[src/rtl/core/correlation_cost_volume_unit_macros.svh]
// Assertion macros for the correlation cost volume unit.
// Expects clk_i and rst_ni in the scope of use.
`ifndef CORRELATION_COST_VOLUME_UNIT_MACROS_SVH
`define CORRELATION_COST_VOLUME_UNIT_MACROS_SVH

// Same-cycle implication, disabled during reset.
`define CCV_ASSERT_NOW(lbl, ante, cons, msg) \
  lbl: assert property (@(posedge clk_i) disable iff (!rst_ni) (ante) |-> (cons)) \
    else $error(msg);

// Next-cycle implication, disabled during reset.
`define CCV_ASSERT_NEXT(lbl, ante, cons, msg) \
  lbl: assert property (@(posedge clk_i) disable iff (!rst_ni) (ante) |=> (cons)) \
    else $error(msg);

`endif

[src/rtl/core/ccv_pkg.sv]
// Shared types, constants and helpers of the correlation cost volume unit.
// No dependencies.
package ccv_pkg;

  localparam int MAX_CHANNELS    = 64;
  localparam int MAX_HEIGHT      = 64;
  localparam int MAX_WIDTH       = 64;
  localparam int KERNEL_DILATION = 1;

  localparam int MAP_DEPTH = MAX_CHANNELS * MAX_HEIGHT * MAX_WIDTH;
  localparam int ADDR_W    = (MAP_DEPTH > 1) ? $clog2(MAP_DEPTH) : 1;

  localparam int VAL_W   = 16;   // Q8.8 feature value
  localparam int PROD_W  = 32;   // Q16.16 product
  localparam int ACC_W   = 48;   // Q32.16 sum
  localparam int REG_W   = 7;    // widest register
  localparam int COORD_W = 10;   // signed map coordinate
  localparam int PS_W    = 4;    // patch size
  localparam int QDIV_W  = 8;    // displacement counter, below patch_size^2 when valid
  localparam int DIV_CNT_W = $clog2(QDIV_W);

  typedef logic signed [COORD_W-1:0] coord_t;

  typedef enum logic [1:0] {
    FUNC_LOAD_A = 2'd0,
    FUNC_LOAD_B = 2'd1,
    FUNC_QUERY  = 2'd2,
    FUNC_NONE   = 2'd3
  } func_e;

  typedef enum logic [2:0] {
    REG_CHANNELS = 3'd0,
    REG_HEIGHT   = 3'd1,
    REG_WIDTH    = 3'd2,
    REG_PSIZE    = 3'd3,
    REG_PDIL     = 3'd4,
    REG_KSIZE    = 3'd5,
    REG_PAD      = 3'd6,
    REG_STRIDE   = 3'd7
  } reg_idx_e;

  // effective configuration (clamped)
  typedef struct packed {
    logic [6:0] nc;
    logic [6:0] nh;
    logic [6:0] nw;
    logic [3:0] ps;
    logic [2:0] pd;
    logic [1:0] ks;
    logic [2:0] pad;
    logic [2:0] st;
  } cfg_t;

  typedef struct packed {
    logic              en;
    logic [ADDR_W-1:0] addr_a;
    logic [ADDR_W-1:0] addr_b;
  } rd_req_t;

  typedef struct packed {
    logic idle;
    logic done;
    logic flag;
  } seq_stat_t;

  function automatic logic [6:0] clamp_dim(input logic [6:0] v, input int hi);
    if (v == 7'd0) return 7'd1;
    if (int'(v) > hi) return 7'(hi);
    return v;
  endfunction

  function automatic logic in_span(input coord_t x, input logic [6:0] n);
    return !x[COORD_W-1] && (x[COORD_W-2:0] < (COORD_W-1)'(n));
  endfunction

  function automatic logic [ADDR_W-1:0] map_addr(input logic [6:0] c,
                                                 input logic [COORD_W-2:0] r,
                                                 input logic [COORD_W-2:0] q);
    logic [31:0] lin;
    lin = (32'(c) * 32'(MAX_HEIGHT) + 32'(r)) * 32'(MAX_WIDTH) + 32'(q);
    return lin[ADDR_W-1:0];
  endfunction

endpackage

[src/rtl/core/ccv_mac.sv]
// Multiply-accumulate behind the map RAM read ports: product register, 48-bit sum.
// Depends on ccv_pkg.
module ccv_mac import ccv_pkg::*; (
  input  logic                    clk_i,
  input  logic                    rst_ni,
  input  logic                    clear_i,
  input  logic                    issue_i,   // read issued this cycle
  input  logic signed [VAL_W-1:0] a_i,       // valid the cycle after issue
  input  logic signed [VAL_W-1:0] b_i,
  output logic                    idle_o,
  output logic signed [ACC_W-1:0] acc_o
);

  logic                     dat_vld_q;
  logic                     prod_vld_q;
  logic signed [PROD_W-1:0] prod_q;
  logic signed [ACC_W-1:0]  acc_q, acc_d;

  always_comb begin
    acc_d = acc_q;
    if (clear_i) begin
      acc_d = '0;
    end else if (prod_vld_q) begin
      acc_d = acc_q + ACC_W'(prod_q);
    end
  end

  always_ff @(posedge clk_i or negedge rst_ni) begin
    if (!rst_ni) begin
      dat_vld_q  <= 1'b0;
      prod_vld_q <= 1'b0;
    end else begin
      dat_vld_q  <= issue_i;
      prod_vld_q <= dat_vld_q;
    end
  end

  always_ff @(posedge clk_i) begin
    if (dat_vld_q) begin
      prod_q <= a_i * b_i;
    end
    acc_q <= acc_d;
  end

  assign idle_o = !dat_vld_q && !prod_vld_q;
  assign acc_o  = acc_q;

endmodule

[config.mk]
export PLATFORM = sky130hd
export DESIGN_NAME = ccv_mac
export DESIGN_NICKNAME = d
export VERILOG_FILES = /design/src/rtl/core/correlation_cost_volume_unit_macros.svh /design/src/rtl/core/ccv_pkg.sv /design/src/rtl/core/ccv_mac.sv
export SDC_FILE = /design/constraint.sdc
export NUM_CORES = 1
export LEC_CHECK = 0
export ABC_CLOCK_PERIOD_IN_PS = 3330
export BUFFER_PORTS_ARGS = -buffer_cell sky130_fd_sc_hd__buf_2
export CORE_ASPECT_RATIO = 2
export CORE_MARGIN = 2
export CORE_UTILIZATION = 60
export DETAILED_ROUTE_END_ITERATION = 12
export PLACE_DENSITY = 0.75
export SYNTH_ARGS = -nofsm -noshare
export SYNTH_HDL_FRONTEND = slang
export SYNTH_SLANG_ARGS = --single-unit
[constraint.sdc]
create_clock -name clk_i -period 3.33 [get_ports clk_i]
set_input_delay 0.666 -clock clk_i [delete_from_list [all_inputs] [get_ports clk_i]]
set_output_delay 0.666 -clock clk_i [all_outputs]
set_load 0.1 [all_outputs]
==> results of run 1 <==
-- routing by layer --
layer  vias to the layer above  track usage, %  share of wire, %
met5                         -               0                 0
met4                         0           15.11               5.0
met3                       135           3.017               2.5
met2                       316           58.88                58
met1                      6229           29.92                35
li1                       5854               -                 -
-- worst max-delay path by stage --
stage / slack, ns / to / cells after the start
after floorplan: -2.65 / prod_q[27] / 23
after global placement: -2.93 / prod_q[28] / 21
after detailed placement: -3.04 / prod_q[28] / 21
after CTS: -2.57 / prod_q[24] / 22
after global routing: -2.75 / prod_q[27] / 24
final: -2.60 / prod_q[28] / 21
-- synthesized netlist by cell type (all sizes together) (11+ instances only) --
cell / n / share of area (%)
buf: 11 / 0.41
fa: 263 / 35
nand2: 165 / 4.1
o21bai: 13 / 0.64
edfxtp: 32 / 6.3
xor2: 14 / 0.81
nor3: 26 / 0.86
and2: 127 / 5.2
and3: 11 / 0.45
o21ai: 33 / 1.1
nand3: 16 / 0.53
a21o: 34 / 1.7
inv: 343 / 8.5
o211ai: 12 / 0.63
clkbuf: 48 / 1.2
a21oi: 64 / 2.1
mux2i: 21 / 1.4
xnor2: 44 / 2.5
dfxtp: 48 / 6.3
nor2: 86 / 2.1
o21a: 12 / 0.59
ha: 129 / 11
-- flip-flops by register name, summed over array words and instances, names as in the netlist --
signal and cells:
prod_q 32, dat_vld_q 1, prod_vld_q 1, acc_o 48
-- placed cells by master (no fill, tap or decap), types with 12 or more instances in the layout --
master,n
nor2_1,78
nand3_1,15
ha_4,19
and2_1,106
xnor2_1,42
fa_1,249
fa_2,14
dfxtp_1,28
nand2_1,155
ha_1,108
o21ai_0,23
mux2i_1,21
a21oi_1,50
inv_1,326
buf_2,65
edfxtp_1,32
o21a_1,12
and2_4,21
o21bai_1,12
buf_6,30
xor2_1,14
buf_4,183
inv_2,17
dfxtp_2,20
a21o_1,34
nor3_1,25
-- final cells by class --
| cell class | instances | share of cell area, % |
|---|---|---|
| multi-input combinational | 1207 | 66.55 |
| timing repair buffer | 291 | 11.94 |
| sequential | 82 | 10.72 |
| inverter | 343 | 6.909 |
| tap | 336 | 2.256 |
| clock buffer | 14 | 1.417 |
| clock inverter | 2 | 0.1880 |
| antenna | 1 | 0.01343 |
-- critical path, cell delays in order --
cell      delay (ns)
buf_12          0.11
and2_4          0.15
fa_1            0.54
inv_2           0.05
fa_1            0.56
fa_1            0.44
fa_1            0.51
inv_2           0.04
fa_1            0.49
inv_2           0.04
fa_1            0.51
inv_2           0.05
ha_4            0.27
buf_4           0.11
nand4_1         0.16
buf_4           0.20
o31ai_4         0.36
o311ai_4        0.17
a31oi_4         0.22
nor4_1          0.08
a311o_1         0.32
-- kinds of logic (layout without fill, tap and decap cells) --
group | Yosys count | in the layout | share of synthesized area, %
simple gates | 483 | 483 | 15.50
flops | 82 | 82 | 12.97
mux | 21 | 21 | 1.383
fa+ha+maj | 392 | 392 | 45.25
buf+inv | 402 | 650 | 10.07
xor+xnor | 58 | 58 | 3.341
compound gates | 253 | 253 | 11.49
other cells | 0 | 1 | 0
-- repair_timing --
item	in CTS	in global routing
gates resized for setup	85	62
setup endpoints to repair	27	32
buffers inserted	8	14
pin swaps	51	50
-- per-stage QoR --
stage / area [µm²] / utilization, %
finish: 18630 / 74.44
global route: 18630 / 74.44
CTS: 18300 / 73.09
detailed placement: 17610 / 70.33
global placement: 17610 / 70.33
floorplan: 15790 / -
==> flow_summary.json, run 1 <==
{
  "num_vias": 12534,
  "cts-htree-levels": 3,
  "path_class": "input pin to flop",
  "r2r_start": "prod_q[19]",
  "via_per_inst": 5.507,
  "clock_skew_ns": 0.007929,
  "r2r-end": "acc_o[40]",
  "drv_slew": 0,
  "crit_fanout": 6,
  "layout_min_cycle_time_ns": 5.931,
  "clkLatencyLatePin_ns": 0.36,
  "layout-drive-gt1-share_pct": 24.39,
  "port_buffers": 84,
  "grt.overflow.total": 0,
  "clkTransAtPathRegs_ns": 0.06,
  "fillers": 1848,
  "critPathRequiredTime_ns": 3.43,
  "r2r_slack_ns": 0.11,
  "synthesis.nets": 2119,
  "grt_use_total_pct": 30.04,
  "drc": 0,
  "max-cap-violations": 0,
  "syn_inst": 1691,
  "dpl.hpwl_um": 32190,
  "row_count": 82,
  "synthDistinctLibCells": 74,
  "wire_per_inst_um": 17.07,
  "rsz0062_at_grt": "true",
  "period_share_pct": 178.1,
  "critPathLaunchType": "input pin",
  "drt_wl_total_um": 38860,
  "slew-limit-headroom_pct": 59.45,
  "ff2ff_path_depth": 10,
  "syn_avg_cell_area_um2": 8.991,
  "ctsHoldBuffers": 0,
  "yosysWarnings": 0,
  "area.growth.synth_to_final_pct": 22.57,
  "tns_ns": -53.44,
  "fin_nets": 2362,
  "antenna_left": 0,
  "cts_buffers": 9,
  "clock_path_buffers": 2,
  "grt_pass1_wl_um": 63320,
  "start_util_pct": 60.73,
  "fin_hold_ws_ns": 0.09175,
  "dp_cells": 2240,
  "timing_hold_violations_final": 0,
  "netlist_area_mm2": 0.01520,
  "multiInputGateArea_mm2": 0.01240,
  "cts_tree": "done",
  "dieArea_mm2": 0.02671,
  "gp_congestion": 0.9826,
  "startpoint": "a_i[5]",
  "outcome": "complete, but fails checks",
  "cp-end-kind": "flop",
  "finalWorstSetupSlack_ns": -2.601,
  "worst_pin_slew_ns": 0.6082,
  "coreArea_mm2": 0.02503,
  "ios": 85,
  "ff_latch_area_mm2": 0.001998,
  "die_height_um": 229.1,
  "grt_max_degree": 54,
  "dieWidth_um": 116.6,
  "cts_sinks": 82,
  "pre_cts_slack_ns": -3.039,
  "synth-main-ff-cell": "dfxtp_1",
  "hp-class": "input pin to asynchronous set/reset pin",
  "arrival_ns": 6.03,
  "seq_area_frac_synth_pct": 12.97,
  "finalNonFillerCells": 2276,
  "antenna_found_initial": 1,
  "synth-seq-cells": 82,
  "synthArstFlopShare_pct": 2.439,
  "violations": "negative setup slack",
  "synth_edf_count": 32,
  "setup_violations": 27,
  "timing.fmax_mhz": 168.6,
  "drt-pass1-iter-count": 5,
  "grt_pass1_vias": 13662,
  "cts-root-buf": "clkbuf_16",
  "drtIter0Drc": 534
}
Power of run 1 is left out: the tool's default activity adds up to more than one toggle a clock period on the data nets, which glitch-free logic cannot reach.
==> inputs of run 2 (changes only) <==
- ABC_AREA: default -> 1
- PLACE_DENSITY: 0.75 -> 0.74
==> run 2 against run 1 <==
Compared with the run above: the run now fails in 5_1_grt; area after synthesis is 14% higher; synthesized cell count is 46% higher.
==> flow_summary.json, run 2 <==
{
  "cts-root-buf": "clkbuf_16",
  "synth-seq-cells": 82,
  "port_buffers": 84,
  "synth-main-ff-cell": "dfxtp_1",
  "synthArstFlopShare_pct": 2.439,
  "outcome": "aborted with a tool error",
  "yosysTopAreaCell": "fa_1",
  "netlist_area_mm2": 0.01726,
  "haltStage": "5_1_grt",
  "cts-htree-levels": 3,
  "die_height_um": 243.9,
  "yosys.area.top_type_share_pct": 30.51,
  "synthDistinctLibCells": 41,
  "dieWidth_um": 123.9,
  "syn_avg_cell_area_um2": 7.007,
  "gp_congestion": 1.075,
  "cts_sinks": 82,
  "pre_cts_slack_ns": -2.965,
  "dpl.hpwl_um": 48880,
  "worst_endpoint_kind": "register input",
  "synthesis.nets": 2891,
  "grt.overflow.total": 5,
  "tool.error": "[ERROR GRT-0232] Routing congestion too high. Check the congestion heatmap in the GUI.",
  "yosys.cell_count.top_type": "inv_1",
  "grt_max_degree": 58,
  "synth_common_cells": "inv_1, nand2_1, fa_1",
  "seq_area_frac_synth_pct": 11.43,
  "dp_cells": 3031,
  "syn_inst": 2463,
  "grt_use_total_pct": 54.18,
  "grt_worst_setup_endpoint": "prod_q[25]$_DFFE_PP_/D",
  "synth_edf_count": 32,
  "cts_buffers": 9,
  "ctsHoldBuffers": 0,
  "synth_area_leaders": "fa_1, inv_1, nand2_1",
  "yosysWarnings": 0,
  "row_count": 87,
  "clock_path_buffers": 2,
  "ios": 85,
  "start_util_pct": 60.98,
  "placed_cell_area_mm2": 0.01986
}
## run 2: cell families after synthesis
group | count (synthesis) | share of synthesized area [%]
xor gates and xnor gates | 52 | 2.639
adders and majority gates | 392 | 39.86
and+or+nand+nor | 995 | 23.51
AOI/OAI and AO/OA | 188 | 6.003
buffers and inverters | 754 | 16.57
DFF | 82 | 11.43
## run 2: layer usage
metal	GRT usage (%)	GRT overflow
met1	47.51	0
met5	3.299	0
met4	57.87	3
met3	25.73	0
met2	83.76	2
## run 2: per-stage QoR
step	TNS (ns)	util, %	hold WS [ns]
after CTS	-46.47	75.69	0.06437
after global placement	-61.64	70.17	0.4503
after detailed placement	-63.54	70.17	0.4530
after floorplan	-47.30	-	0.3704
## run 2: timing repair
action                                  4_1_cts
pin swaps                                    80
gates resized for setup                     254
endpoints found under the setup margin       27
buffers inserted                             34
gates cloned                                  2
==> inputs of run 3 (changes only) <==
- CORE_ASPECT_RATIO: 2 -> default
- CORE_UTILIZATION: 60 -> 40
- PLACE_DENSITY: 0.74 -> default
- PLACE_DENSITY_LB_ADDON: default -> 0.15
==> run 3 against run 2 <==
Compared with the run above: the flow now finishes, with violations (negative setup slack); synthesized cell count stayed put; area after synthesis stayed put.
==> flow_summary.json, run 3 <==
{
  "dpl.hpwl_um": 44810,
  "synthSimpleGateAreaFrac_pct": 23.51,
  "yosys.area.top_type_share_pct": 30.51,
  "grt_pass1_vias": 16484,
  "grt_use_met1_pct": 31.30,
  "fillers": 4243,
  "grt-busiest-layer": "met2",
  "largest_reg_flops": 48,
  "antenna_left": 0,
  "cts_tree": "done",
  "grt_use_total_pct": 24.46,
  "synth_fa_ha_area_share_pct": 39.86,
  "crit_path_end": "prod_q[21]",
  "drv_slew": 0,
  "critPathLaunchType": "input pin",
  "fin_nets": 3166,
  "crit_fanout": 5,
  "drt_wl_total_um": 52560,
  "synth_xor_xnor_area_share_pct": 2.639,
  "layout-drive-gt1-share_pct": 24.32,
  "via_per_inst": 4.809,
  "ff_latch_area_mm2": 0.001973,
  "drt-pass1-iter-count": 5,
  "netlist_area_mm2": 0.01726,
  "syn_inst": 2463,
  "utilization_pct": 52.45,
  "slew-limit-headroom_pct": 30.79,
  "arrival_ns": 5.53,
  "clock_skew_ns": 0.01076,
  "port_buffers": 84,
  "path_class": "input pin to flop",
  "synth_top_family_by_area": "adder cells",
  "clkTransAtPathRegs_ns": 0.07,
  "synthArstFlopShare_pct": 2.439,
  "num_vias": 15817,
  "cts_buffers": 9,
  "seq_area_frac_synth_pct": 11.43,
  "synth-compound-area-share_pct": 6.003,
  "grt.overflow.total": 0,
  "drc": 0,
  "yosysWarnings": 0,
  "startpoint": "a_i[15]",
  "violations": "negative setup slack",
  "clkLatencyLatePin_ns": 0.37,
  "critPathRequiredTime_ns": 3.45,
  "dieWidth_um": 211.7,
  "period_share_pct": 162.5,
  "start_util_pct": 40.33,
  "timing.fmax_mhz": 184.8,
  "wire_per_inst_um": 15.98,
  "synth_area_leaders": "fa_1, inv_1, nand2_1",
  "r2r-end": "acc_o[38]",
  "worst_pin_slew_ns": 1.038,
  "finalWorstSetupSlack_ns": -2.081,
  "dieArea_mm2": 0.04483,
  "synth-seq-cells": 82,
  "ctsHoldBuffers": 0,
  "final_cell_mix": "inv_1, nand2_1, fa_1",
  "antenna_found_initial": 1,
  "area.growth.synth_to_final_pct": 30.04,
  "synth-main-ff-cell": "dfxtp_1",
  "max-cap-violations": 0,
  "grt_max_degree": 49,
  "yosys.cell_count.top_type": "inv_1",
  "layout_min_cycle_time_ns": 5.411,
  "synthDistinctLibCells": 41,
  "cts-root-buf": "clkbuf_16",
  "synth_edf_count": 32,
  "row_count": 76,
  "use_met3_pct": 2.285,
  "synthesis.nets": 2891,
  "gp_congestion": 0.9435,
  "timing_hold_violations_final": 0,
  "clock_path_buffers": 2,
  "multiInputGateArea_mm2": 0.01386,
  "grtUsageMet2_pct": 43.82,
  "cts_sinks": 82,
  "rsz0062_at_grt": "true",
  "ios": 85,
  "ff2ff_path_depth": 10,
  "synthMuxAreaShare_pct": 0,
  "pre_cts_slack_ns": -2.650,
  "diodes": 0,
  "cts-htree-levels": 3,
  "setup_violations": 27,
  "cp-end-kind": "flop",
  "layout_commonest_cell": "inv_1",
  "hp-class": "input pin to asynchronous set/reset pin",
  "syn_avg_cell_area_um2": 7.007,
  "yosysTopAreaCell": "fa_1",
  "outcome": "complete, but fails checks",
  "coreArea_mm2": 0.04279,
  "grt_pass1_wl_um": 85480,
  "synth_common_cells": "inv_1, nand2_1, fa_1",
  "drtIter0Drc": 797,
  "r2r_slack_ns": 0.44,
  "r2r_start": "prod_q[31]",
  "die_height_um": 211.7
}
[run 3: cell families (layout without fill, tap and decap cells)]
logic type / Yosys count / after routing
and+or+nand+nor: 995 / 995
buffers and inverters: 754 / 1034
adders and majority gates: 392 / 392
AOI/OAI and AO/OA: 188 / 188
DFF: 82 / 82
xor gates and xnor gates: 52 / 52
[run 3: worst min-delay path by stage]
stage / end / cells past startpoint
final: dat_vld_q / 1
after CTS: dat_vld_q / 1
after global routing: dat_vld_q / 1
after global placement: dat_vld_q / 1
after detailed placement: dat_vld_q / 1
after floorplan: dat_vld_q / 0
[run 3: per-stage QoR]
stage               instances  area (µm²)  setup TNS (ns)  hold WS, ns
detailed placement       3223       20130          -60.47       0.4610
CTS                      3271       21680          -44.93      0.06960
finish                   3289       22440          -45.64      0.08018
global route             3289       22440          -49.83      0.06942
global placement         3223       20130          -59.40       0.4588
floorplan                2463       18070          -47.30       0.3704
[run 3: per-layer routing]
metal / vias to the layer above / part of all wire, %
li1: 7757 / -
met1: 7660 / 44
met2: 308 / 50
met3: 90 / 3.6
met4: 2 / 3.0
met5: - / 0.025
[run 3: timing repair]
item	in CTS	in global routing
resized for setup	259	153
setup buffers	29	19
pin swaps	115	109
gates cloned	4	1
endpoints found under the setup margin	27	27
[run 3: layout make-up]
cell class | count | share of cell area [%]
clock inverter | 7 | 0.3624
timing repair buffer | 337 | 13.64
inverter | 681 | 11.42
multi-input combinational | 1627 | 61.74
sequential | 82 | 8.791
tap | 546 | 3.044
clock buffer | 9 | 1.003
[run 3: critical path: stages]
cell	delay, ns
buf_12	0.12
nand2_4	0.06
inv_2	0.04
fa_2	0.54
buf_6	0.16
fa_1	0.50
fa_2	0.60
fa_1	0.45
fa_1	0.53
inv_2	0.04
fa_1	0.51
inv_2	0.05
ha_4	0.28
nand2_4	0.07
nor2_4	0.08
inv_2	0.05
nor3_4	0.20
buf_6	0.14
nand4_1	0.21
nand2_1	0.16
xor2_1	0.07
Power of run 3 is left out for the same reason.
