### src/rtl/core/correlation_cost_volume_unit_macros.svh
// Assertion macros for the correlation cost volume unit.
// Expects clk_i and rst_ni in the scope of use.
`ifndef CORRELATION_COST_VOLUME_UNIT_MACROS_SVH
`define CORRELATION_COST_VOLUME_UNIT_MACROS_SVH

// Same-cycle implication, disabled during reset.
`define CCV_ASSERT_NOW(lbl, ante, cons, msg) \
  lbl: assert property (@(posedge clk_i) disable iff (!rst_ni) (ante) |-> (cons)) \
    else $error(msg);

// Next-cycle implication, disabled during reset.
`define CCV_ASSERT_NEXT(lbl, ante, cons, msg) \
  lbl: assert property (@(posedge clk_i) disable iff (!rst_ni) (ante) |=> (cons)) \
    else $error(msg);

`endif

### src/rtl/core/ccv_pkg.sv
// Shared types, constants and helpers of the correlation cost volume unit.
// No dependencies.
package ccv_pkg;

  localparam int MAX_CHANNELS    = 64;
  localparam int MAX_HEIGHT      = 64;
  localparam int MAX_WIDTH       = 64;
  localparam int KERNEL_DILATION = 1;

  localparam int MAP_DEPTH = MAX_CHANNELS * MAX_HEIGHT * MAX_WIDTH;
  localparam int ADDR_W    = (MAP_DEPTH > 1) ? $clog2(MAP_DEPTH) : 1;

  localparam int VAL_W   = 16;   // Q8.8 feature value
  localparam int PROD_W  = 32;   // Q16.16 product
  localparam int ACC_W   = 48;   // Q32.16 sum
  localparam int REG_W   = 7;    // widest register
  localparam int COORD_W = 10;   // signed map coordinate
  localparam int PS_W    = 4;    // patch size
  localparam int QDIV_W  = 8;    // displacement counter, below patch_size^2 when valid
  localparam int DIV_CNT_W = $clog2(QDIV_W);

  typedef logic signed [COORD_W-1:0] coord_t;

  typedef enum logic [1:0] {
    FUNC_LOAD_A = 2'd0,
    FUNC_LOAD_B = 2'd1,
    FUNC_QUERY  = 2'd2,
    FUNC_NONE   = 2'd3
  } func_e;

  typedef enum logic [2:0] {
    REG_CHANNELS = 3'd0,
    REG_HEIGHT   = 3'd1,
    REG_WIDTH    = 3'd2,
    REG_PSIZE    = 3'd3,
    REG_PDIL     = 3'd4,
    REG_KSIZE    = 3'd5,
    REG_PAD      = 3'd6,
    REG_STRIDE   = 3'd7
  } reg_idx_e;

  // effective configuration (clamped)
  typedef struct packed {
    logic [6:0] nc;
    logic [6:0] nh;
    logic [6:0] nw;
    logic [3:0] ps;
    logic [2:0] pd;
    logic [1:0] ks;
    logic [2:0] pad;
    logic [2:0] st;
  } cfg_t;

  typedef struct packed {
    logic              en;
    logic [ADDR_W-1:0] addr_a;
    logic [ADDR_W-1:0] addr_b;
  } rd_req_t;

  typedef struct packed {
    logic idle;
    logic done;
    logic flag;
  } seq_stat_t;

  function automatic logic [6:0] clamp_dim(input logic [6:0] v, input int hi);
    if (v == 7'd0) return 7'd1;
    if (int'(v) > hi) return 7'(hi);
    return v;
  endfunction

  function automatic logic in_span(input coord_t x, input logic [6:0] n);
    return !x[COORD_W-1] && (x[COORD_W-2:0] < (COORD_W-1)'(n));
  endfunction

  function automatic logic [ADDR_W-1:0] map_addr(input logic [6:0] c,
                                                 input logic [COORD_W-2:0] r,
                                                 input logic [COORD_W-2:0] q);
    logic [31:0] lin;
    lin = (32'(c) * 32'(MAX_HEIGHT) + 32'(r)) * 32'(MAX_WIDTH) + 32'(q);
    return lin[ADDR_W-1:0];
  endfunction

endpackage

### src/rtl/core/ccv_div.sv
// Restoring divider, one quotient bit per cycle: displacement counter by patch size.
// Depends on ccv_pkg.
module ccv_div import ccv_pkg::*; (
  input  logic              clk_i,
  input  logic              rst_ni,
  input  logic              start_i,
  input  logic [QDIV_W-1:0] dividend_i,
  input  logic [PS_W-1:0]   divisor_i,   // nonzero, held stable
  output logic              done_o,
  output logic [QDIV_W-1:0] quo_o,
  output logic [PS_W-1:0]   rem_o
);

  logic                 busy_q, busy_d;
  logic                 done_q, done_d;
  logic [DIV_CNT_W-1:0] cnt_q, cnt_d;
  logic [QDIV_W-1:0]    quo_q, quo_d;
  logic [PS_W-1:0]      rem_q, rem_d;
  logic [PS_W:0]        trial;
  logic                 fits;

  assign trial = {rem_q, quo_q[QDIV_W-1]};
  assign fits  = trial >= {1'b0, divisor_i};

  always_comb begin
    busy_d = busy_q;
    done_d = 1'b0;
    cnt_d  = cnt_q;
    quo_d  = quo_q;
    rem_d  = rem_q;
    if (start_i) begin
      busy_d = 1'b1;
      cnt_d  = '0;
      quo_d  = dividend_i;
      rem_d  = '0;
    end else if (busy_q) begin
      quo_d = {quo_q[QDIV_W-2:0], fits};
      rem_d = fits ? PS_W'(trial - {1'b0, divisor_i}) : trial[PS_W-1:0];
      cnt_d = cnt_q + DIV_CNT_W'(1);
      if (cnt_q == DIV_CNT_W'(QDIV_W - 1)) begin
        busy_d = 1'b0;
        done_d = 1'b1;
      end
    end
  end

  always_ff @(posedge clk_i or negedge rst_ni) begin
    if (!rst_ni) begin
      busy_q <= 1'b0;
      done_q <= 1'b0;
      cnt_q  <= '0;
    end else begin
      busy_q <= busy_d;
      done_q <= done_d;
      cnt_q  <= cnt_d;
    end
  end

  always_ff @(posedge clk_i) begin
    quo_q <= quo_d;
    rem_q <= rem_d;
  end

  assign done_o = done_q;
  assign quo_o  = quo_q;
  assign rem_o  = rem_q;

endmodule

### src/rtl/core/ccv_seq.sv
// Query sequencer: range check, displacement, walk over channels and kernel taps.
// Depends on ccv_pkg and ccv_div.
module ccv_seq import ccv_pkg::*; (
  input  logic      clk_i,
  input  logic      rst_ni,
  input  cfg_t      cfg_i,
  input  logic      start_i,
  input  logic [6:0] row_i,
  input  logic [6:0] col_i,
  input  logic [6:0] disp_i,
  input  logic      out_free_i,
  input  logic      mac_idle_i,
  output rd_req_t   rd_o,
  output seq_stat_t stat_o
);

  typedef enum logic [4:0] {
    S_IDLE  = 5'b00001,
    S_DIV   = 5'b00010,
    S_RUN   = 5'b00100,
    S_DRAIN = 5'b01000,
    S_DONE  = 5'b10000
  } state_e;

  state_e     state_q, state_d;
  logic       flag_q, flag_d;
  coord_t     u_q, u_d, v_q, v_d, sr_q, sr_d, sc_q, sc_d;
  logic [6:0] c_q, c_d;
  logic [1:0] i_q, i_d, j_q, j_d;

  // query check
  logic [COORD_W-1:0] cnt_w, rs, cs;
  logic [7:0]         pssq;
  coord_t             span_h, span_w;
  logic               flag_w;

  assign cnt_w  = COORD_W'(disp_i) * COORD_W'(cfg_i.pd);
  assign pssq   = 8'(cfg_i.ps) * 8'(cfg_i.ps);
  assign rs     = COORD_W'(row_i) * COORD_W'(cfg_i.st);
  assign cs     = COORD_W'(col_i) * COORD_W'(cfg_i.st);
  assign span_h = $signed(COORD_W'(cfg_i.nh) + COORD_W'({cfg_i.pad, 1'b0})
                          - COORD_W'(cfg_i.ks));
  assign span_w = $signed(COORD_W'(cfg_i.nw) + COORD_W'({cfg_i.pad, 1'b0})
                          - COORD_W'(cfg_i.ks));
  // disp >= outc  <=>  disp*pd >= ps^2;  row >= oh  <=>  row*st > span
  assign flag_w = (cnt_w >= COORD_W'(pssq))
               || span_h[COORD_W-1] || (rs > COORD_W'(span_h))
               || span_w[COORD_W-1] || (cs > COORD_W'(span_w));

  // displacement divide
  logic              div_start, div_done;
  logic [QDIV_W-1:0] quo;
  logic [PS_W-1:0]   rem, rad;
  logic signed [4:0] dr, dc;

  assign div_start = (state_q == S_IDLE) && start_i && !flag_w;

  ccv_div u_div (
    .clk_i      (clk_i),
    .rst_ni     (rst_ni),
    .start_i    (div_start),
    .dividend_i (cnt_w[QDIV_W-1:0]),
    .divisor_i  (cfg_i.ps),
    .done_o     (div_done),
    .quo_o      (quo),
    .rem_o      (rem)
  );

  assign rad = (cfg_i.ps - PS_W'(1)) >> 1;
  assign dr  = $signed({1'b0, quo[PS_W-1:0]}) - $signed({1'b0, rad});
  assign dc  = $signed({1'b0, rem}) - $signed({1'b0, rad});

  // current tap
  coord_t r1, r2, q1, q2;
  logic   tap_ok, last_tap, last_j, last_i;

  assign r1 = u_q + $signed(COORD_W'(i_q));
  assign r2 = r1 + sr_q;
  assign q1 = v_q + $signed(COORD_W'(j_q));
  assign q2 = q1 + sc_q;
  assign tap_ok = in_span(r1, cfg_i.nh) && in_span(r2, cfg_i.nh)
               && in_span(q1, cfg_i.nw) && in_span(q2, cfg_i.nw);
  assign last_j   = j_q == (cfg_i.ks - 2'd1);
  assign last_i   = i_q == (cfg_i.ks - 2'd1);
  assign last_tap = last_j && last_i && (c_q == (cfg_i.nc - 7'd1));

  assign rd_o.en     = (state_q == S_RUN) && tap_ok;
  assign rd_o.addr_a = map_addr(c_q, r1[COORD_W-2:0], q1[COORD_W-2:0]);
  assign rd_o.addr_b = map_addr(c_q, r2[COORD_W-2:0], q2[COORD_W-2:0]);

  always_comb begin
    state_d = state_q;
    flag_d  = flag_q;
    u_d     = u_q;
    v_d     = v_q;
    sr_d    = sr_q;
    sc_d    = sc_q;
    c_d     = c_q;
    i_d     = i_q;
    j_d     = j_q;
    unique case (state_q)
      S_IDLE: begin
        if (start_i) begin
          flag_d  = flag_w;
          u_d     = $signed(rs - COORD_W'(cfg_i.pad));
          v_d     = $signed(cs - COORD_W'(cfg_i.pad));
          c_d     = '0;
          i_d     = '0;
          j_d     = '0;
          state_d = flag_w ? S_DONE : S_DIV;
        end
      end
      S_DIV: begin
        if (div_done) begin
          sr_d    = COORD_W'(dr) * $signed(COORD_W'(cfg_i.pd));
          sc_d    = COORD_W'(dc) * $signed(COORD_W'(cfg_i.pd));
          state_d = S_RUN;
        end
      end
      S_RUN: begin
        if (last_j) begin
          j_d = '0;
          if (last_i) begin
            i_d = '0;
            c_d = c_q + 7'd1;
          end else begin
            i_d = i_q + 2'd1;
          end
        end else begin
          j_d = j_q + 2'd1;
        end
        if (last_tap) state_d = S_DRAIN;
      end
      S_DRAIN: begin
        if (mac_idle_i) state_d = S_DONE;
      end
      S_DONE: begin
        if (out_free_i) state_d = S_IDLE;
      end
      default: state_d = S_IDLE;
    endcase
  end

  always_ff @(posedge clk_i or negedge rst_ni) begin
    if (!rst_ni) begin
      state_q <= S_IDLE;
      flag_q  <= 1'b0;
      c_q     <= '0;
      i_q     <= '0;
      j_q     <= '0;
    end else begin
      state_q <= state_d;
      flag_q  <= flag_d;
      c_q     <= c_d;
      i_q     <= i_d;
      j_q     <= j_d;
    end
  end

  always_ff @(posedge clk_i) begin
    u_q  <= u_d;
    v_q  <= v_d;
    sr_q <= sr_d;
    sc_q <= sc_d;
  end

  assign stat_o.idle = state_q == S_IDLE;
  assign stat_o.done = state_q == S_DONE;
  assign stat_o.flag = flag_q;

endmodule

### config.mk
export PLATFORM = sky130hd
export DESIGN_NAME = ccv_seq
export DESIGN_NICKNAME = d
export VERILOG_FILES = /design/src/rtl/core/correlation_cost_volume_unit_macros.svh /design/src/rtl/core/ccv_pkg.sv /design/src/rtl/core/ccv_div.sv /design/src/rtl/core/ccv_seq.sv
export SDC_FILE = /design/constraint.sdc
export NUM_CORES = 1
export LEC_CHECK = 0
export BUFFER_PORTS_ARGS = -buffer_cell sky130_fd_sc_hd__buf_2
export CORE_MARGIN = 10
export CORE_UTILIZATION = 62
export CTS_CLUSTER_DIAMETER = 80
export DETAILED_ROUTE_END_ITERATION = 12
export GPL_TIMING_DRIVEN = 0
export MAX_ROUTING_LAYER = met4
export PLACE_DENSITY = 0.89
export RECOVER_POWER = 50
export SKIP_LAST_GASP = 1
export SYNTH_ARGS = -nofsm -noshare
export SYNTH_HDL_FRONTEND = slang
export SYNTH_SLANG_ARGS = --single-unit
### constraint.sdc
create_clock -name clk_i -period 4.9 [get_ports clk_i]
set_input_delay 0.245 -clock clk_i [delete_from_list [all_inputs] [get_ports clk_i]]
set_output_delay 0.245 -clock clk_i [all_outputs]
set_load 0.02 [all_outputs]
==> results.cfg, run 1 <==
[pwr]
vdd_drop_max_v = 0.000827
p_leak_uw = 0.00620
powerDensity_nw_per_um2 = 547

[timing]
rsz0062_at_grt = true
hold_slack_ns = 0.179
maxSlewHeadroom_pct = 14.2
setup_viol = 7
final.setup.tns_ns = -0.593
tightest_slew_ns = 1.29
finalMaxSlewViolations = 0
period_needed_ns = 5.20
setup_ws_ns = -0.303
post-route-period-util_pct = 106
fmax_mhz = 192
hold_viol = 0
finClkSkew_ns = 0.0120

[setup_path]
cp_slowest_cell = edfxtp_1
cp_data_arrival_time_ns = 4.96
cp_top_family = simple AND/OR/NAND/NOR gates
reg2reg_from = u_div.rem_o[0]
reg2reg_slack_ns = 0.85
timing_worst_setup_path_type = register to output pin
cp_max_fo = 4
rr_endpoint = sc_q[8]
start_kind = register
worstPathCellList = ha_4 -> fa_2 -> buf_4 -> xor2_4 -> ha_4 -> nor2b_4 -> o2111ai_2 -> nand2_1 -> nor2_2 -> xnor2_2 -> ha_4 -> buf_4 -> nand4_1 -> nand3_2 -> nor4_2 -> o21ai_1 -> nor4_2 -> nand4_1 -> nor4_2 -> buf_4
crit_buf_inv = 3
slowest_delay_ns = 0.47
end_kind = output pin
cp_data_required_time_ns = 4.66
reg2regPathDepth = 16

[hold_path]
min_from = mac_idle_i
min_path_cells = 4
hold-path-endpoint = state_q[3]
min_path_type = input port to register

[finish]
fin_util_pct = 74.9
multiInputGateArea_sq_um = 8130
mostFrequentLayoutCell = ha_1
layout_common_cells = 179 x ha_1, 175 x inv_1, 97 x nand2_1, 89 x buf_2, 80 x xnor2_1
drive_gt1_share_pct = 18.5
fillers = 998
finalNetCount = 1639
final-seq-area_sq_um = 2020
final_area_sq_um = 12400
syn2layout_area_growth_pct = 18.2

[logic_synthesis]
async_reset_ff_share_pct = 30.6
synth_seq_area_share_pct = 19.2
syn_area_sq_um = 10500
synth_edf_count = 46
synth_cell_type_count = 73
ys_warn_count = 0
synth_flop_cell = edfxtp_1
syn_inst = 1189
syn_area_per_cell_sq_um = 8.84
ys_ff_latch = 72
mappedNetlistNets = 1485

[cts]
clk_pin_slew_ns = 0.07
clkSinkCount = 72
root_buffer = clkbuf_16
cts_buffer_depth = 2
numCtsBuffers = 9
clock_latency_ns = 0.35
cts_tree = built
htree_levels = 3

[route]
drt_iter0_markers = 1023
antenna_left = 0
vias_per_cell = 6.39
drt_wl_total_mm = 33.8
drc = 0
wire_per_inst_um = 21.5
firstDrtPassIters = 6
vias = 10000

[floorplan]
die_h_um = 150
io_pins = 102
fp.dieW_um = 150
row_count = 47
die-area_sq_um = 22600
fp.coreArea_sq_um = 16600
start_util_pct = 63.4

[place]
port_buffers = 101
place_congestion = 0.956
dpl.hpwl_mm = 21.6
placed_area_sq_um = 11300

[outcome]
outcome = finished with violations
violations = negative setup slack

[global_routing]
overflow = 0
grt_usage_pct = 26.7
gr-usage-met1_pct = 29.2
grt_pass1_wl_mm = 47.5
use_met2_pct = 45.6
grt_use_met3_pct = 4.56
grt_max_degree = 30
first_global_vias = 9762
antenna_found_initial = 1
busiest_layer = met2

[run]
maxCapViolations = 0
## cell families after synthesis
family / synth area share (%)
AO/OA/AOI/OAI: 12.5
XOR/XNOR: 11.6
adder cells (fa/ha/maj): 31.2
buffers and inverters: 7.54
flip-flops: 19.2
multiplexers: 1.46
AND/OR/NAND/NOR: 16.7
## flip-flops by register name (all words and copies together) (netlist names)
name / cells
i_q: 2
u_div.cnt_q: 3
v_q: 10
sc_q: 9
u_div.busy_q: 1
flag_q: 1
u_div.rem_o: 4
u_div.quo_o: 8
u_q: 10
state_q: 5
c_q: 7
sr_q: 9
u_div.done_o: 1
j_q: 2
## through the flow
| step | cells | total power [uW] | worst slack [ns] |
|---|---|---|---|
| 2_1_floorplan | 1189 | 4040 | 0.0106 |
| 3_3_place_gp | 1510 | 4900 | -1.03 |
| 3_5_place_dp | 1511 | 5120 | -1.14 |
| 4_1_cts | 1539 | 6150 | 0.00162 |
| 5_1_grt | 1569 | 7240 | -0.406 |
| 6_report | 1570 | 6800 | -0.303 |
## power breakdown
group          switching, uW  internal (uW)
clock network            275            551
registers                158            919
logic                   2910           1990
## worst register-to-register path, cell delays in order, from the launching register on
cell and delay (ns):
dfxtp_1 0.35, inv_1 0.11, ha_1 0.24, fa_1 0.41, xnor2_1 0.18, and2_1 0.18, ha_1 0.27, inv_1 0.06
fa_1 0.56, inv_1 0.09, fa_1 0.47, a21oi_1 0.16, nor2_1 0.06, nor2_1 0.21, o21bai_1 0.09, a21oi_1 0.22
xnor2_1 0.14
## synth_stat cells, types with 5 or more instances
cell	number	share of area, %
mux2i_1	6	0.57
and2_1	32	1.9
xor2_1	48	4.0
o21bai_1	11	0.79
dfrtp_1	21	5.0
edfxtp_1	46	13
nand2_1	99	3.5
a21oi_1	62	3.0
nor3_1	20	0.95
nor2b_1	31	1.8
inv_1	178	6.4
nand3_1	26	1.2
fa_1	46	8.8
a211oi_1	9	0.64
a21o_1	32	2.3
o21a_1	8	0.57
clkbuf_1	9	0.32
o211ai_1	6	0.43
nor4_1	6	0.36
nor2_1	54	1.9
o21ai_0	35	1.7
buf_6	6	0.64
nand3b_1	5	0.36
nand2b_1	14	0.83
xnor2_1	89	7.4
ha_1	188	22
nand4_1	16	0.95
## what timing repair did
action | CTS | global route
hold buffers | 1 | 0
endpoints found under the setup margin | 32 | 30
setup buffers | 14 | 29
hold endpoints to repair | 21 | 0
resized for setup | 26 | 63
gates cloned | 0 | 0
pin swaps | 11 | 43
## layout make-up
class	count	area share (%)
flip-flops and latches	72	16.2
multi-input cells	921	65.4
clock inverters	5	1.04
inverters	178	5.38
clock buffers	11	1.87
diodes	2	0.0403
well taps	220	2.22
plain buffers	15	0.916
repair buffers	146	6.90
## worst max-delay path by stage
stage | from | to | slack [ns] | cells past startpoint
detailed placement | cfg_i[2] | u_div.quo_o[6] | -1.14 | 22
finish | u_q[0] | rd_o[36] | -0.30 | 20
CTS | i_q[0] | rd_o[36] | 0.002 | 18
global route | u_q[0] | rd_o[36] | -0.41 | 20
global placement | cfg_i[2] | u_div.quo_o[6] | -1.03 | 22
floorplan | cfg_i[2] | u_div.quo_o[3] | 0.01 | 21
## per-layer routing
layer / vias to the layer above / part of all wire, %
met5: - / 0
met1: 4637 / 35
met4: 0 / 8.2
met2: 785 / 47
met3: 259 / 9.8
li1: 4352 / -
(Power assumes the default switching activity.)
==> run 2: changes to the inputs <==
--- a/config.mk
+++ b/config.mk
@@ -7,12 +7,11 @@
 export LEC_CHECK = 0
 export BUFFER_PORTS_ARGS = -buffer_cell sky130_fd_sc_hd__buf_2
 export CORE_MARGIN = 10
-export CORE_UTILIZATION = 62
+export CORE_UTILIZATION = 50
 export CTS_CLUSTER_DIAMETER = 80
 export DETAILED_ROUTE_END_ITERATION = 12
-export GPL_TIMING_DRIVEN = 0
 export MAX_ROUTING_LAYER = met4
-export PLACE_DENSITY = 0.89
+export PLACE_DENSITY = 0.75
 export RECOVER_POWER = 50
 export SKIP_LAST_GASP = 1
 export SYNTH_ARGS = -nofsm -noshare
==> run 2 against run 1 <==
  * The run now ends clean
  * Die area up 21%
  * Fmax up 7.6%
  * Sequential power about the same
  * Flip-flop and latch count unchanged
  * Final area down 3.5%
  * Cell count up 1.7%
  * Register-to-register slack better by 0.19 ns
  * Sequential share of layout area up 0.60 points
  * Utilization down 16 points
  * Clock power down 27%
  * Critical endpoint unchanged
==> results.cfg, run 2 (synthesis gave the netlist of run 1 again) <==
[outcome]
outcome = completed

[setup_path]
cp_data_required_time_ns = 4.66
timing_worst_setup_path_type = register to output pin
reg2reg_from = u_div.rem_o[0]
cp_max_fo = 4
rr_endpoint = sc_q[8]
reg2regPathDepth = 16
reg2reg_slack_ns = 1.04
end_kind = output pin
start_kind = register
cp_data_arrival_time_ns = 4.59

[timing]
setup_ws_ns = 0.0630
hold_viol = 0
rsz0062_at_grt = true
fmax_mhz = 207
tightest_slew_ns = 1.22
hold_slack_ns = 0.199
setup_viol = 0
finalMaxSlewViolations = 0
finClkSkew_ns = 0.00864
maxSlewHeadroom_pct = 18.5
post-route-period-util_pct = 98.7
period_needed_ns = 4.84
final.setup.tns_ns = 0

[cts]
root_buffer = clkbuf_16
cts_tree = built
clk_pin_slew_ns = 0.06
clkSinkCount = 72
clock_latency_ns = 0.34
cts_buffer_depth = 2
numCtsBuffers = 9
htree_levels = 3

[hold_path]
min_path_type = input port to register
min_from = mac_idle_i
hold-path-endpoint = state_q[3]
min_path_cells = 4

[finish]
final-seq-area_sq_um = 2020
antenna_cells = 0
layout_common_cells = 184 x ha_1, 177 x inv_1, 98 x nand2_1, 93 x buf_2, 86 x xnor2_1
syn2layout_area_growth_pct = 14.1
top_regs = u_q (10), v_q (10)
finalNetCount = 1617
mostFrequentLayoutCell = ha_1
drive_gt1_share_pct = 15.6
fillers = 1796
multiInputGateArea_sq_um = 7900

[place]
port_buffers = 101
dpl.hpwl_mm = 21.3
detailedPlace.worstSlack_ns = -0.136
place_congestion = 0.973

[global_routing]
overflow = 0
antenna_found_initial = 0
grt_usage_pct = 18.8
grt_pass1_wl_mm = 40.9
first_global_vias = 8439
grt_max_degree = 23

[pwr]
vdd_drop_max_v = 0.000377
p_leak_uw = 0.00598
powerDensity_nw_per_um2 = 494

[floorplan]
die_h_um = 165
start_util_pct = 51.4
die-area_sq_um = 27200
fp.coreArea_sq_um = 20400
io_pins = 102
row_count = 52
fp.dieW_um = 165

[route]
antenna_left = 0
drt_iter0_markers = 488
wire_per_inst_um = 15.7
drt_wl_total_mm = 25.0
vias_per_cell = 5.34
drc = 0
vias = 8523
firstDrtPassIters = 5

[run]
maxCapViolations = 0
-- run 2: cell types whose count changed in the layout (fill, tap and decap cells not counted), sizes merged --
cell and change:
bufinv -4, clkinvlp +4, clkinv +2, buf -13, clkbuf -11, diode -2
-- run 2: critical path: stages, from the launching register on --
cell	delay, ns
dfrtp_2	0.41
ha_1	0.22
fa_2	0.43
buf_4	0.18
xor2_4	0.17
ha_4	0.30
nor2b_2	0.18
o2111ai_2	0.14
nand2_1	0.11
nor2_2	0.05
xnor2_2	0.29
ha_4	0.27
a22oi_1	0.16
nand3_1	0.10
nor4_1	0.19
o21ai_1	0.12
nor4_1	0.30
nand4_1	0.16
nor4_2	0.29
buf_4	0.18
-- run 2: timing repair --
item / CTS / global route
pin swaps: 7 / 16
hold buffers: 1 / 0
setup buffers: 7 / 4
setup endpoints to repair: 3 / 16
gates cloned: 0 / 0
endpoints found under the hold margin: 21 / 0
resized for setup: 11 / 33
-- run 2: layer usage --
layer / up-vias / wire length [um] / track usage (%)
li1: 4320 / - / -
met1: 4000 / 11100 / 23.3
met2: 171 / 12000 / 31.6
met3: 32 / 1390 / 2.69
met4: 0 / 486 / 4.87
met5: - / 0 / -
-- run 2: how the worst max path moves through the flow --
stage | startpoint | endpoint | cells after the start
6_report | i_q[0] | rd_o[36] | 19
5_1_grt | i_q[1] | rd_o[36] | 18
4_1_cts | i_q[1] | rd_o[36] | 18
3_5_place_dp | cfg_i[1] | u_div.quo_o[7] | 20
3_3_place_gp | cfg_i[1] | u_div.quo_o[7] | 20
2_1_floorplan | cfg_i[2] | u_div.quo_o[3] | 21
-- run 2: where the power goes --
group	switching, uW	internal [uW]
sequential	157	920
combinational	2430	1820
clock	259	341
-- run 2: cell type report --
class,instances,area share [%]
tap,270,2.82
multi-input combinational,921,65.8
timing repair buffer,139,6.66
sequential,72,16.8
inverter,178,5.57
clock buffer,9,1.88
clock inverter,7,0.407
-- run 2: metrics by stage --
step	util [%]	instance area (sq um)	std cells	total power (uW)
6_report	58.7	12000	1596	5920
3_3_place_gp	55.9	11400	1568	5000
5_1_grt	58.7	12000	1596	6500
4_1_cts	57.8	11800	1592	5820
3_5_place_dp	55.9	11400	1568	5120
2_1_floorplan	-	10500	1189	4040
==> run 3: changes to the inputs <==
--- a/config.mk
+++ b/config.mk
@@ -10,8 +10,7 @@
 export CORE_UTILIZATION = 50
 export CTS_CLUSTER_DIAMETER = 80
 export DETAILED_ROUTE_END_ITERATION = 12
-export MAX_ROUTING_LAYER = met4
-export PLACE_DENSITY = 0.75
+export PLACE_DENSITY_LB_ADDON = 0.08
 export RECOVER_POWER = 50
 export SKIP_LAST_GASP = 1
 export SYNTH_ARGS = -nofsm -noshare
==> run 3 against run 2 <==
  * Flip-flop and latch count did not move
  * Clock-buffer cell count up 6
  * Utilization is 0.91 points higher
==> results.cfg, run 3 (synthesis gave the netlist of run 1 again) <==
[outcome]
outcome = completed

[route]
firstDrtPassIters = 5
antenna_left = 0
top_layer = met4
drt_wl_total_mm = 24.9
vias_per_cell = 5.19
drt_iter0_markers = 447
drc = 0
routed-wl-met2_mm = 11.1
wire_per_inst_um = 15.5
wl_met1_mm = 12.3
wl_met3_mm = 1.13
vias = 8339

[finish]
final-seq-area_sq_um = 2010
top_regs = u_q (10), v_q (10)
mostFrequentLayoutCell = ha_1
layout_common_cells = 181 x ha_1, 176 x inv_1, 98 x nand2_1, 91 x buf_2, 86 x xnor2_1
final_area_sq_um = 12200
finalNetCount = 1629
fillers = 1875
drive_gt1_share_pct = 16.5
antenna_cells = 0
multiInputGateArea_sq_um = 7940
syn2layout_area_growth_pct = 15.9

[global_routing]
grt_max_degree = 36
grt_pass1_wl_mm = 41.0
overflow = 0
antenna_found_initial = 0
grt_usage_pct = 18.6
first_global_vias = 8327

[timing]
hold_slack_ns = 0.187
setup_viol = 0
maxSlewHeadroom_pct = 17.5
finalMaxSlewViolations = 0
tightest_slew_ns = 1.24
period_needed_ns = 4.81
hold_viol = 0
fmax_mhz = 208
finClkSkew_ns = 0.00998
post-route-period-util_pct = 98.1
rsz0062_at_grt = true

[place]
placed_area_sq_um = 11500
dpl.hpwl_mm = 21.2
port_buffers = 101
place_congestion = 0.891

[floorplan]
row_count = 52
fp.dieW_um = 165
die_h_um = 165
start_util_pct = 51.4
die-area_sq_um = 27200
fp.coreArea_sq_um = 20400
io_pins = 102

[setup_path]
slowest_delay_ns = 0.44
cp_slowest_cell = fa_2
cp_data_required_time_ns = 4.66
start_kind = register
timing_worst_setup_path_type = register to output pin
cp_max_fo = 5
worstPathCellList = ha_2 -> fa_2 -> nand3_2 -> xor2_2 -> inv_2 -> ha_4 -> buf_4 -> nand3_1 -> o211ai_1 -> o21a_1 -> o22ai_2 -> xor2_2 -> inv_2 -> ha_1 -> a21o_1 -> a21oi_2 -> xnor2_2 -> and3_1 -> nor3b_2 -> xnor2_1 -> buf_4
cp_data_arrival_time_ns = 4.56
end_kind = output pin

[cts]
root_buffer = clkbuf_16
clkSinkCount = 72
clock_latency_ns = 0.34
cts_tree = built
htree_levels = 3
cts_buffer_depth = 2
clk_pin_slew_ns = 0.06
numCtsBuffers = 9

[pwr]
p_leak_uw = 0.00607
internal_power_uw = 3270
seqPwrFrac_pct = 17.3
p_clk_share_pct = 11.6
vdd_drop_max_v = 0.000281
net-switching-power_uw = 2850
pwr-share-comb_pct = 71.0
powerDensity_nw_per_um2 = 502
swShare_pct = 46.6

[hold_path]
min_path_type = input port to register

[run]
maxCapViolations = 0
## run 3: cell count changes in the layout (fill, tap and decap cells not counted), moves of 3 or more
cell / delta
buf_4: +10
clkinvlp_4: -4
ha_1: -3
clkbuf_16: +4
clkbuf_1: +6
## run 3: cell type report
cell class | count | share of cell area [%]
Clock buffer | 15 | 2.73
Sequential cell | 72 | 16.5
Clock inverter | 1 | 0.0719
Inverter | 178 | 5.49
Timing Repair Buffer | 151 | 7.21
Tap cell | 270 | 2.77
Multi-Input combinational cell | 921 | 65.2
## run 3: power by group through the flow
stage               clock [uW]  combinational [uW]  sequential, uW
global route               756                4940            1080
finish                     712                4350            1060
floorplan                    0                3030            1010
CTS                        726                4210            1060
global placement             0                4040            1060
detailed placement           0                4090            1070
## run 3: path summary, 6_finish.rpt
check	startpoint	end	cells past startpoint	slack, ns
worst max register to register	u_div.rem_o[0]	sc_q[8]	16	1.07
min in group asynchronous	rst_ni	c_q[4]	2	0.69
worst max-delay path	i_q[0]	rd_o[17]	21	0.09
worst min-delay path	mac_idle_i	state_q[3]	4	0.19
worst min register to register	flag_q	flag_q	1	0.51
max in group asynchronous	rst_ni	j_q[0]	2	3.40
## run 3: per-layer routing
metal | vias to the layer above | GRT usage, %
met5 | - | 0
met4 | 0 | 4.39
met3 | 22 | 2.94
met2 | 156 | 30.0
met1 | 3837 | 25.6
li1 | 4324 | -
## run 3: timing repair
item / CTS / global route
hold endpoints to repair: 21 / 0
hold buffers: 1 / 0
resized for setup: 12 / 39
setup buffers: 6 / 11
setup endpoints to repair: 3 / 15
pin swaps: 5 / 22
## run 3: stage by stage
stage                     cells  total power (uW)  setup WS, ns  TNS, ns  utilization (%)
after CTS                  1597              5990       -0.0209  -0.0209             58.3
after global routing       1608              6770        -0.128   -0.299             59.6
after detailed placement   1574              5160       0.00307        0             56.2
final                      1608              6120        0.0914        0             59.6
after global placement     1574              5110        0.0615        0             56.2
after floorplan            1189              4040        0.0106        0                -
## run 3: worst max-delay path: cells and delay by family, from the launching register on
family          cells  cell delay, ns
compound gates      5            0.99
fa+ha+maj           4            1.18
buf+inv             4            0.43
simple gates        4            0.57
xor+xnor            4            0.66
flops               1            0.40
